==> config.mk <==
export PLATFORM = sky130hd
export DESIGN_NAME = turtle_command_vector_generator
export DESIGN_NICKNAME = d
export VERILOG_FILES = /design/src/hw/rtl/tcvg_pkg.sv /design/src/hw/rtl/tcvg_sincos.sv /design/src/hw/rtl/turtle_command_vector_generator.sv
export SDC_FILE = /design/constraint.sdc
export NUM_CORES = 2
export LEC_CHECK = 0
export BUFFER_PORTS_ARGS = -buffer_cell sky130_fd_sc_hd__buf_4
export CAP_MARGIN = 10
export CORE_AREA = 2 2 268 270
export CTS_CLUSTER_SIZE = 24
export DETAILED_ROUTE_END_ITERATION = 10
export DIE_AREA = 0 0 270 272
export HOLD_SLACK_MARGIN = 0.1
export PLACE_DENSITY_LB_ADDON = 0.2
export SYNTH_ARGS = -nofsm -noshare
export SYNTH_HDL_FRONTEND = slang
export SYNTH_SLANG_ARGS = --single-unit
==> constraint.sdc <==
create_clock -name aclk -period 15.5 [get_ports aclk]
set_clock_uncertainty 0.05 [all_clocks]
set_input_delay 3.1 -clock aclk [delete_from_list [all_inputs] [get_ports aclk]]
set_output_delay 3.1 -clock aclk [all_outputs]
set_load 0.02 [all_outputs]
==> src/hw/rtl/tcvg_pkg.sv <==
// Shared constants, types and the quarter-wave sine table of the turtle
// command vector generator. No dependencies.
package tcvg_pkg;

    // Table size and position fraction bits
    localparam int SINE_ENTRIES  = 1024;
    localparam int FRACTION_BITS = 8;

    localparam int IDX_W       = $clog2(SINE_ENTRIES);
    localparam int QUARTER     = SINE_ENTRIES / 4;
    localparam int QIDX_W      = IDX_W - 2;
    localparam int DISP_SHIFT  = 23 - FRACTION_BITS;
    localparam int TABLE_PEAK  = 32767;

    // Angle between neighboring quarter table entries, radians
    localparam real QUARTER_STEP = 1.5707963267948966 / real'(QUARTER);

    localparam int POS_W       = 32;
    localparam int ANGLE_W     = 16;
    localparam int STEP_W      = 16;
    localparam int SYM_W       = 8;
    localparam int CFG_INDEX_W = 8;

    // Command bytes
    localparam logic [SYM_W-1:0] CMD_FORWARD = 8'd70;   // 'F'
    localparam logic [SYM_W-1:0] CMD_PLUS    = 8'd43;   // '+'
    localparam logic [SYM_W-1:0] CMD_MINUS   = 8'd45;   // '-'

    // Register indexes
    localparam logic [CFG_INDEX_W-1:0] CFG_STEP_LENGTH = 8'd0;
    localparam logic [CFG_INDEX_W-1:0] CFG_TURN_ANGLE  = 8'd1;

    localparam logic [STEP_W-1:0]  STEP_LENGTH_RESET = 16'd256;
    localparam logic [ANGLE_W-1:0] TURN_ANGLE_RESET  = 16'd10923;

    // Sine and cosine of one heading, Q1.15
    typedef struct packed {
        logic signed [15:0] sin_v;
        logic signed [15:0] cos_v;
    } trig_t;

    typedef logic [14:0] qtab_t [QUARTER];

    // First quadrant magnitudes, round(32767*sin), halves away from zero
    function automatic qtab_t build_quarter();
        qtab_t tab;
        real   ang;
        for (int m = 0; m < QUARTER; m++) begin
            ang    = QUARTER_STEP * real'(m);
            tab[m] = 15'(int'(real'(TABLE_PEAK) * $sin(ang)));
        end
        return tab;
    endfunction

    localparam qtab_t QUARTER_SINE = build_quarter();

    // Full-circle sine from the quarter table by symmetry
    function automatic logic signed [15:0] sine_of(logic [IDX_W-1:0] k);
        logic [1:0]        quad;
        logic [QIDX_W-1:0] m;
        logic [14:0]       mag;
        quad = k[IDX_W-1 -: 2];
        m    = k[QIDX_W-1:0];
        if (quad[0]) begin
            // descending quadrant; a zero offset sits on the peak
            if (m == '0) mag = 15'(TABLE_PEAK);
            else         mag = QUARTER_SINE[QIDX_W'(-m)];
        end else begin
            mag = QUARTER_SINE[m];
        end
        return quad[1] ? -$signed({1'b0, mag}) : $signed({1'b0, mag});
    endfunction

endpackage

==> src/hw/rtl/tcvg_sincos.sv <==
// Sine and cosine lookup for a 16-bit binary angle.
// Depends on tcvg_pkg (table and trig_t).
module tcvg_sincos
    import tcvg_pkg::*;
(
    input  logic [ANGLE_W-1:0] heading,
    output trig_t              trig
);

    logic [IDX_W-1:0] sin_idx;
    logic [IDX_W-1:0] cos_idx;

    // Table index is the top bits of the angle; cosine leads by a quarter turn
    assign sin_idx = heading[ANGLE_W-1 -: IDX_W];
    assign cos_idx = sin_idx + IDX_W'(QUARTER);

    assign trig.sin_v = sine_of(sin_idx);
    assign trig.cos_v = sine_of(cos_idx);

endmodule

==> src/hw/rtl/turtle_command_vector_generator.sv <==
// Top level of the turtle command vector generator.
// Depends on tcvg_pkg and tcvg_sincos.
//
// Takes one turtle command byte per cycle on the s_ stream and emits one line
// segment on the m_ stream for every 'F'; '+' and '-' turn the heading by
// turn_angle, other bytes are dropped. An item with s_tuser set loads the
// start position and zero heading before its byte is handled. Every item
// is held in the input register, where the sine/cosine table lookup,
// the two step multiplies and the position adds complete against the pen
// state; a segment then sits in the output register until taken. Throughput
// is one item per cycle; it falls only while a segment waits on m_tready and
// the next item is also an 'F'. Configuration writes are always accepted and
// belong between streams.
module turtle_command_vector_generator
    import tcvg_pkg::*;
(
    input  logic                   aclk,
    input  logic                   aresetn,

    // Configuration writes
    input  logic                   cfg_valid,
    output logic                   cfg_ready,
    input  logic [CFG_INDEX_W-1:0] cfg_index,
    input  logic [15:0]            cfg_data,

    // Command stream
    input  logic                   s_tvalid,
    output logic                   s_tready,
    input  logic [71:0]            s_tdata,   // symbol[7:0], start_x[39:8], start_y[71:40]
    input  logic                   s_tuser,   // first

    // Segment stream
    output logic                   m_tvalid,
    input  logic                   m_tready,
    output logic [127:0]           m_tdata    // seg_x0, seg_y0, seg_x1, seg_y1 (32 each)
);

    logic [STEP_W-1:0]  step_length_reg;
    logic [ANGLE_W-1:0] turn_angle_reg;

    logic               in_vld_reg;
    logic [SYM_W-1:0]   sym_reg;
    logic               first_reg;
    logic [POS_W-1:0]   sx_reg;
    logic [POS_W-1:0]   sy_reg;

    logic [POS_W-1:0]   pen_x_reg, pen_x_next;
    logic [POS_W-1:0]   pen_y_reg, pen_y_next;
    logic [ANGLE_W-1:0] heading_reg, heading_next;

    logic               out_vld_reg;
    logic [POS_W-1:0]   x0_reg, y0_reg, x1_reg, y1_reg;

    logic               is_fwd;
    logic               out_free;
    logic               consume;
    logic [POS_W-1:0]   cur_x, cur_y;
    logic [ANGLE_W-1:0] cur_h;
    trig_t              trig;
    logic signed [32:0] prod_x, prod_y;
    logic [POS_W-1:0]   new_x, new_y;

    assign cfg_ready = 1'b1;

    // Configuration registers
    always_ff @(posedge aclk) begin
        if (!aresetn) begin
            step_length_reg <= STEP_LENGTH_RESET;
            turn_angle_reg  <= TURN_ANGLE_RESET;
        end else if (cfg_valid) begin
            case (cfg_index)
                CFG_STEP_LENGTH: step_length_reg <= cfg_data;
                CFG_TURN_ANGLE:  turn_angle_reg  <= cfg_data;
                default: ;
            endcase
        end
    end

    // Handshake: an item leaves the input register unless it is a segment
    // with the output register still full
    assign is_fwd   = (sym_reg == CMD_FORWARD);
    assign out_free = !out_vld_reg || m_tready;
    assign consume  = in_vld_reg && (!is_fwd || out_free);
    assign s_tready = !in_vld_reg || consume;

    // Input register
    always_ff @(posedge aclk) begin
        if (!aresetn) begin
            in_vld_reg <= 1'b0;
        end else if (s_tready) begin
            in_vld_reg <= s_tvalid;
        end
    end

    always_ff @(posedge aclk) begin
        if (s_tready && s_tvalid) begin
            sym_reg   <= s_tdata[7:0];
            first_reg <= s_tuser;
            sx_reg    <= s_tdata[39:8];
            sy_reg    <= s_tdata[71:40];
        end
    end

    // Pen state as seen by this item, after an optional start load
    assign cur_x = first_reg ? sx_reg : pen_x_reg;
    assign cur_y = first_reg ? sy_reg : pen_y_reg;
    assign cur_h = first_reg ? '0 : heading_reg;

    tcvg_sincos u_sincos (
        .heading (cur_h),
        .trig    (trig)
    );

    // Displacement: step * table entry, floored shift back to Q24.8
    assign prod_x = $signed({1'b0, step_length_reg}) * trig.cos_v;
    assign prod_y = $signed({1'b0, step_length_reg}) * trig.sin_v;
    assign new_x  = cur_x + POS_W'(prod_x >>> DISP_SHIFT);
    assign new_y  = cur_y + POS_W'(prod_y >>> DISP_SHIFT);

    // Next pen state
    always_comb begin
        pen_x_next   = cur_x;
        pen_y_next   = cur_y;
        heading_next = cur_h;
        case (sym_reg)
            CMD_FORWARD: begin
                pen_x_next = new_x;
                pen_y_next = new_y;
            end
            CMD_PLUS:  heading_next = cur_h + turn_angle_reg;
            CMD_MINUS: heading_next = cur_h - turn_angle_reg;
            default: ;
        endcase
    end

    always_ff @(posedge aclk) begin
        if (!aresetn) begin
            pen_x_reg   <= '0;
            pen_y_reg   <= '0;
            heading_reg <= '0;
        end else if (consume) begin
            pen_x_reg   <= pen_x_next;
            pen_y_reg   <= pen_y_next;
            heading_reg <= heading_next;
        end
    end

    // Output register
    always_ff @(posedge aclk) begin
        if (!aresetn) begin
            out_vld_reg <= 1'b0;
        end else if (out_free) begin
            out_vld_reg <= consume && is_fwd;
        end
    end

    always_ff @(posedge aclk) begin
        if (consume && is_fwd) begin
            x0_reg <= cur_x;
            y0_reg <= cur_y;
            x1_reg <= new_x;
            y1_reg <= new_y;
        end
    end

    assign m_tvalid = out_vld_reg;
    assign m_tdata  = {y1_reg, x1_reg, y0_reg, x0_reg};

    // A segment moves the pen to its end point
    a_pen_follows: assert property (@(posedge aclk) disable iff (!aresetn)
        consume && is_fwd |=> (pen_x_reg == x1_reg) && (pen_y_reg == y1_reg))
        else $error("pen does not match segment end");

    // A drawn step keeps the heading
    a_fwd_keeps_heading: assert property (@(posedge aclk) disable iff (!aresetn)
        consume && is_fwd && !first_reg |=> $stable(heading_reg))
        else $error("heading changed on forward step");

    // Bytes other than 'F' produce no transfer
    a_no_spurious_seg: assert property (@(posedge aclk) disable iff (!aresetn)
        consume && !is_fwd && out_free |=> !out_vld_reg)
        else $error("segment from non-draw command");

    // The input only stalls on a segment blocked by a full output
    a_stall_reason: assert property (@(posedge aclk) disable iff (!aresetn)
        in_vld_reg && !consume |-> is_fwd && out_vld_reg && !m_tready)
        else $error("input stalled without cause");

endmodule

**Yosys cells after proc, flatten, opt, wreduce, memory -nomap -nowiden**

Memory sizes are Yosys's and may differ from the RTL's.
Index checks and enable logic that the tools add are counted.

- Input port bits: 102
- Output and inout port bits: 131
- Bits in read-only memories: 15,360
- Memories: 4
- Logic and storage cells: 76
- Register bits: 315

- Mux-type cells: 20
- Multiply operators: 2
- Equal/unequal tests: 4
- Bitwise operators: 4
- Reduce and logical (&&, ||, !) cells: 14
- Add/subtract/negate cells: 9
- $lt $le $gt $ge: 4

Memory list:

| name | words | bits a word | rd ports | clocked after Yosys merged registers in | wr ports | line | text |
|---|---|---|---|---|---|---|---|
| (no name shown) | 256 | 15 | 1 | 0 | 0 | tcvg_pkg.sv:69 | `mag = QUARTER_SINE[m];` |
| (no name shown) | 256 | 15 | 1 | 0 | 0 | tcvg_pkg.sv:69 |  |
| (no name shown) | 256 | 15 | 1 | 0 | 0 | tcvg_pkg.sv:67 | `else mag = QUARTER_SINE[QIDX_W'(-m)];` |
| (no name shown) | 256 | 15 | 1 | 0 | 0 | tcvg_pkg.sv:67 |  |

Operators by type and width:

| operator | number |
|---|---|
| 15-bit 2-to-1 mux | 12 |
| 32-bit 2-to-1 mux | 4 |
| 17-bit by 16-bit multiplier with 33-bit output | 2 |
| 32-bit adder | 2 |
| 16-bit 2-to-1 mux | 3 |
| 9-bit >= comparator (second input constant) | 4 |
| 8-bit NOT with 9-bit output | 4 |
| 15-bit negator with 16-bit output | 2 |
| 16-bit case mux with 2 select lines | 1 |
| 8-bit zero test | 3 |
| 16-bit adder | 1 |
| 8-bit by 6-bit equality test with 1-bit output (second input constant) | 2 |
| 8-bit negator | 2 |
| 16-bit subtractor | 1 |
| 10-bit by 9-bit adder with 10-bit output (second input constant) | 1 |
| 8-bit by 1-bit equality test with 1-bit output (second input constant) | 1 |
| 8-bit by 7-bit equality test with 1-bit output (second input constant) | 1 |
| 2-bit AND reduction | 2 |
| 1-bit logical AND | 3 |
| 1-bit zero test | 3 |
| 1-bit logical OR | 3 |

**Logic depth before layout (Yosys ltp)**

- Word-level depth: 14
- Mapped depth: 73
- Gate-level depth less buffers: 66

**Modules after synthesis**

Synthesis repeated with hierarchy kept, for this count alone.

- Cell total of the unflattened synthesis: 4,874
- Area, all modules: 42,336.9 um2

Modules (own cells, without submodules):

| module | area an instance (um2) | cells an instance | seq. area each (um2) | times used |
|---|---|---|---|---|
| turtle_command_vector_generator | 32,048.2 | 3,274 | 8,318.0 | 1 |
| tcvg_sincos | 10,288.6 | 1,600 | 0.0 | 1 |

**Least setup slack after synthesis**

OpenSTA, ideal clock, no wires.

- Kind: register to register
- Start: register first_reg
- End: register pen_y_reg[31]
- Setup time: 0.118 ns
- Setup slack: 1.360 ns
- Cell stages (with the launch flop): 64
- Data required time: 15.332 ns
- Path buffers: 7
- Period minus slack after synthesis: 14.140 ns
- Arrival: 13.972 ns
- Path through: edfxtp_1 buf_4 nand2b_1 clkbuf_1 ha_1 buf_2 inv_1 ha_1 inv_1 clkbuf_1 buf_1 clkbuf_1 ha_1 nor2_1 o21ai_0 o21ai_0 a21oi_1 nor3_1 [... 28 more ...] o41ai_4 o21a_1 xor2_1 ha_1 a21o_1 a21oi_1 nand3_1 o21ai_0 o311ai_0 a311o_1 nand2_1 a21bo_2 o2bb2ai_1 xor2_1 xnor2_1 or4_1 o2111ai_1 o21ai_1

- Cells in the longest elaborated chain, start to end: 13
- Elaborated cells between the ends (all ways): 19
- Classes of those cells: add/sub (3); mul (1); mux (10); bitwise (2); reduce/logical (1); memory (2)

RTL lines:

| item | line | text |
|---|---|---|
| start: declaration | turtle_command_vector_generator.sv:43 | `logic first_reg;` |
| start signal: assignment | turtle_command_vector_generator.sv:98 | `first_reg <= s_tuser;` |
| 16-bit 2-to-1 mux | turtle_command_vector_generator.sv:107 | `assign cur_h = first_reg ? '0 : heading_reg;` |
| 8-bit negator | tcvg_pkg.sv:67 |  |
| 8-bit NOT with 9-bit output (not written as such) | tcvg_pkg.sv:67 |  |
| memory 256 x 15 bit | -- |  |
| 15-bit 2-to-1 mux (not written as such) (2 in series) | tcvg_pkg.sv:67 |  |
| 15-bit 2-to-1 mux | tcvg_pkg.sv:66 | `if (m == '0) mag = 15'(TABLE_PEAK);` |
| 15-bit 2-to-1 mux | tcvg_pkg.sv:64 | `if (quad[0]) begin` |
| 15-bit negator with 16-bit output | tcvg_pkg.sv:71 | `return quad[1] ? -$signed({1'b0, mag}) : $signed({1'b0, mag});` |
| 16-bit 2-to-1 mux | tcvg_pkg.sv:71 |  |
| 17-bit by 16-bit multiplier with 33-bit output | turtle_command_vector_generator.sv:116 | `assign prod_y = $signed({1'b0, step_length_reg}) * trig.sin_v;` |
| 32-bit adder | turtle_command_vector_generator.sv:118 | `assign new_y = cur_y + POS_W'(prod_y >>> DISP_SHIFT);` |
| 32-bit 2-to-1 mux (*) | turtle_command_vector_generator.sv:125 | `case (sym_reg)` |
| end signal: assignment | turtle_command_vector_generator.sv:143 | `pen_y_reg <= pen_y_next;` |
| end: declaration | turtle_command_vector_generator.sv:48 | `logic [POS_W-1:0] pen_y_reg, pen_y_next;` |

Every way passes the cells marked *; elsewhere a longest branch is shown, timed or not. The select of a mux whose other input is x is not followed.
A chain may end at the register's enable or synchronous reset.

**Worst setup path after layout**

- Start: register first_reg
- End: register pen_y_reg[30]

- Cells in the longest elaborated chain, start to end: 13
- Elaborated cells between the ends (all ways): 19
- Classes of those cells: add/sub (3); mul (1); mux (10); bitwise (2); reduce/logical (1); memory (2)

RTL lines:

| item | line | text |
|---|---|---|
| 16-bit 2-to-1 mux | turtle_command_vector_generator.sv:107 |  |
| 8-bit negator | tcvg_pkg.sv:67 |  |
| 8-bit NOT with 9-bit output (not written as such) | tcvg_pkg.sv:67 |  |
| memory 256 x 15 bit | -- |  |
| 15-bit 2-to-1 mux (not written as such) (2 in series) | tcvg_pkg.sv:67 |  |
| 15-bit 2-to-1 mux | tcvg_pkg.sv:66 |  |
| 15-bit 2-to-1 mux | tcvg_pkg.sv:64 |  |
| 15-bit negator with 16-bit output | tcvg_pkg.sv:71 |  |
| 16-bit 2-to-1 mux | tcvg_pkg.sv:71 |  |
| 17-bit by 16-bit multiplier with 33-bit output | turtle_command_vector_generator.sv:116 |  |
| 32-bit adder (*) | turtle_command_vector_generator.sv:118 |  |
| net new_y[30] | turtle_command_vector_generator.sv:61 | `logic [POS_W-1:0] new_x, new_y;` |
| 32-bit 2-to-1 mux (*) | turtle_command_vector_generator.sv:125 |  |

The timed path passes the listed nets; every way through them passes the cells marked *. The select of a mux whose other input is x is not followed.

==> impl_metrics.yaml <==
cts:
  clock_sinks: 315
  cts_tree: "yes"
  path_clk_slew_ps: 70
  hold_buffers: 0
  ctsLongestPathBuffers: 3
  clock_latency_ps: 590
  cts_max_level: 1
  cts_root_buffer: "clkbuf_16"
  cts_made_buffers: 29
worst_setup_path:
  end_kind: "flip-flop"
  start_kind: "flip-flop"
  critical_path_class: "flip-flop to flip-flop"
  cpPeakStageDelay_ps: 570
  crit_arrival_ps: 15340
  path_max_fanout: 23
  cp_slowest_cell: "a31oi_1"
  crit_required_ps: 15930
drt:
  first_pass_iters: 7
  vias_per_cell: 6.487
  postRouteAntennaNets: 0
  wl_um: 149200
  route.detailed.drc: 0
  wl_per_cell_um: 24.89
  vias: 38877
  drt_iter0_drc: 5116
timing:
  fmax_mhz: 67.07
  setup_viol: 0
  slew_headroom_pct: 19.39
  slew_viol_final: 0
  setup_slack_ps: 591.0
  worst_hold_slack_ps: 398.3
  hold_viol: 0
  rsz0062_at_grt: "false"
  worstMarginPinSlew_ps: 1205
  tns_ps: 0
  period_share_pct: 96.19
  fin_crit_ps: 14910
logic_synthesis:
  ys_warn_count: 0
  synthDistinctLibCells: 106
  syn-num-nets: 5768
  synth_ff_type: "edfxtp_1"
  synth_top_area_share_pct: 18.55
  ys_top_cells_by_count: "inv_1, nand2_1, fa_1, nor2_1, ha_1"
  synth_cells: 4931
  synth_area_leaders: "fa_1, edfxtp_1, ha_1"
  synth_most_common_cell: "inv_1"
  syn_area_um2: 41990
  synth_edf_count: 201
  avgSynthCellArea_um2: 8.515
  synthArstFlopShare_pct: 0
  netlist.top_cell.by_area: "fa_1"
  ys_seq_elements: 315
  yosysSeqAreaShare_pct: 19.81
floorplan:
  placementRows: 98
  design.core.area_um2: 70750
  ios: 233
  die-area_um2: 73440
  chipWidth_um: 270
  die_y_um: 272
  initial_core_util_pct: 59.35
finish:
  layout-drive-gt1-share_pct: 12.43
  syn_to_final_growth_pct: 9.250
  finalNetCount: 5852
  nFillCells: 6026
global_routing:
  grt_pass1_vias: 38322
  grt_overflow: 0
  track_usage_pct: 39.96
  grt_pass1_wl_um: 228400
  grt_max_degree: 92
  antenna_found_initial: 13
power_and_ir_drop:
  vdd_ir_drop_max_uv: 98.22
  leakage_nw: 20.63
  power_density_nw_per_um2: 43.34
  power_mw: 1.988
place:
  dp_slack_ps: 310.9
  gp_congestion: 1.095
  io_buffers: 231
  hpwl_um: 108300
hold_path:
  hp-class: "flip-flop to flip-flop"
flow_run:
  maxCapViolCount: 0
status:
  outcome: "completed"
## layout by cell type, fill, tap and decap left out, types with 14 or more instances in the layout
| cell type | n |
|---|---|
| nor3_1 | 70 |
| o211ai_1 | 50 |
| a21o_1 | 41 |
| a22oi_1 | 26 |
| ha_1 | 344 |
| nand2b_1 | 64 |
| dfxtp_1 | 110 |
| a31oi_1 | 48 |
| nor2b_1 | 72 |
| o221ai_1 | 18 |
| a21oi_1 | 295 |
| or2_2 | 25 |
| xor2_1 | 41 |
| nand2_1 | 515 |
| mux2i_1 | 69 |
| fa_1 | 389 |
| mux2_2 | 68 |
| a211oi_1 | 61 |
| nand3_1 | 81 |
| a311oi_1 | 59 |
| nand4_1 | 23 |
| a221oi_1 | 23 |
| buf_4 | 390 |
| clkbuf_16 | 32 |
| edfxtp_1 | 201 |
| xnor2_1 | 104 |
| o21a_1 | 23 |
| o21ai_0 | 245 |
| o22ai_1 | 26 |
| and2_1 | 272 |
| nor2_1 | 357 |
| o311ai_0 | 22 |
| and3_1 | 14 |
| inv_1 | 518 |
| o21bai_1 | 23 |
## layout make-up
| class | count | area (um^2) | share of cell area, % |
|---|---|---|---|
| multi-input combinational | 3742 | 30350 | 66.17 |
| tap | 950 | 1189 | 2.591 |
| antenna | 5 | 12.51 | 0.02728 |
| timing repair buffer | 395 | 3024 | 6.593 |
| inverter | 532 | 2008 | 4.378 |
| clock inverter | 18 | 125.1 | 0.2728 |
| clock buffer | 36 | 834.6 | 1.819 |
| sequential | 315 | 8325 | 18.15 |
## layer usage
metal,GRT usage [%],routed length [um],vias to the layer above
li1,-,-,17065
met1,51.77,56510,18781
met2,62.83,66770,2430
met4,21.48,9521,18
met5,0,138,-
met3,8.657,16210,583
## repair_timing
action | in CTS | in global routing
endpoints found under the setup margin | 0 | 44
setup buffers | 0 | 10
gates resized for setup | 0 | 32
hold endpoints to repair | 0 | 0
## metrics by stage
stage	cell area (um^2)	instances	utilization [%]
global route	45860	5988	64.82
global placement	44670	5923	63.14
finish	45870	5993	64.84
CTS	45630	5977	64.50
detailed placement	44670	5923	63.14
floorplan	41990	4931	-
## report_power, final
part | internal [mW] | switching, mW
Combinational | 0.117 | 0.190
Clock | 0.389 | 0.351
Sequential | 0.930 | 0.0119
## logic make-up after synthesis
group / count (synthesis) / share of synthesized area (%)
compound gates: 1140 / 18.00
xor+xnor: 155 / 3.323
fa+ha+maj: 735 / 28.86
buf+inv: 874 / 8.368
flops: 315 / 19.81
mux: 142 / 3.689
other cells: 1 / 0.008931
simple gates: 1569 / 17.94
## critical path: cells and delay by family, from the launching register on
family	cells	cell delay, ps
fa+ha+maj	11	4330
xor+xnor	3	320
simple gates	9	1490
buf+inv	14	2230
flops	1	540
compound gates	26	5790
## worst paths after layout
path | from | endpoint | slack, ps | cells after the start
min reg2reg | heading_reg[5] | heading_reg[5] | 400 | 2
max reg2reg | first_reg | pen_y_reg[30] | 590 | 63
max | first_reg | pen_y_reg[30] | 590 | 63
min | heading_reg[5] | heading_reg[5] | 400 | 2
(Power assumes the default switching activity.)
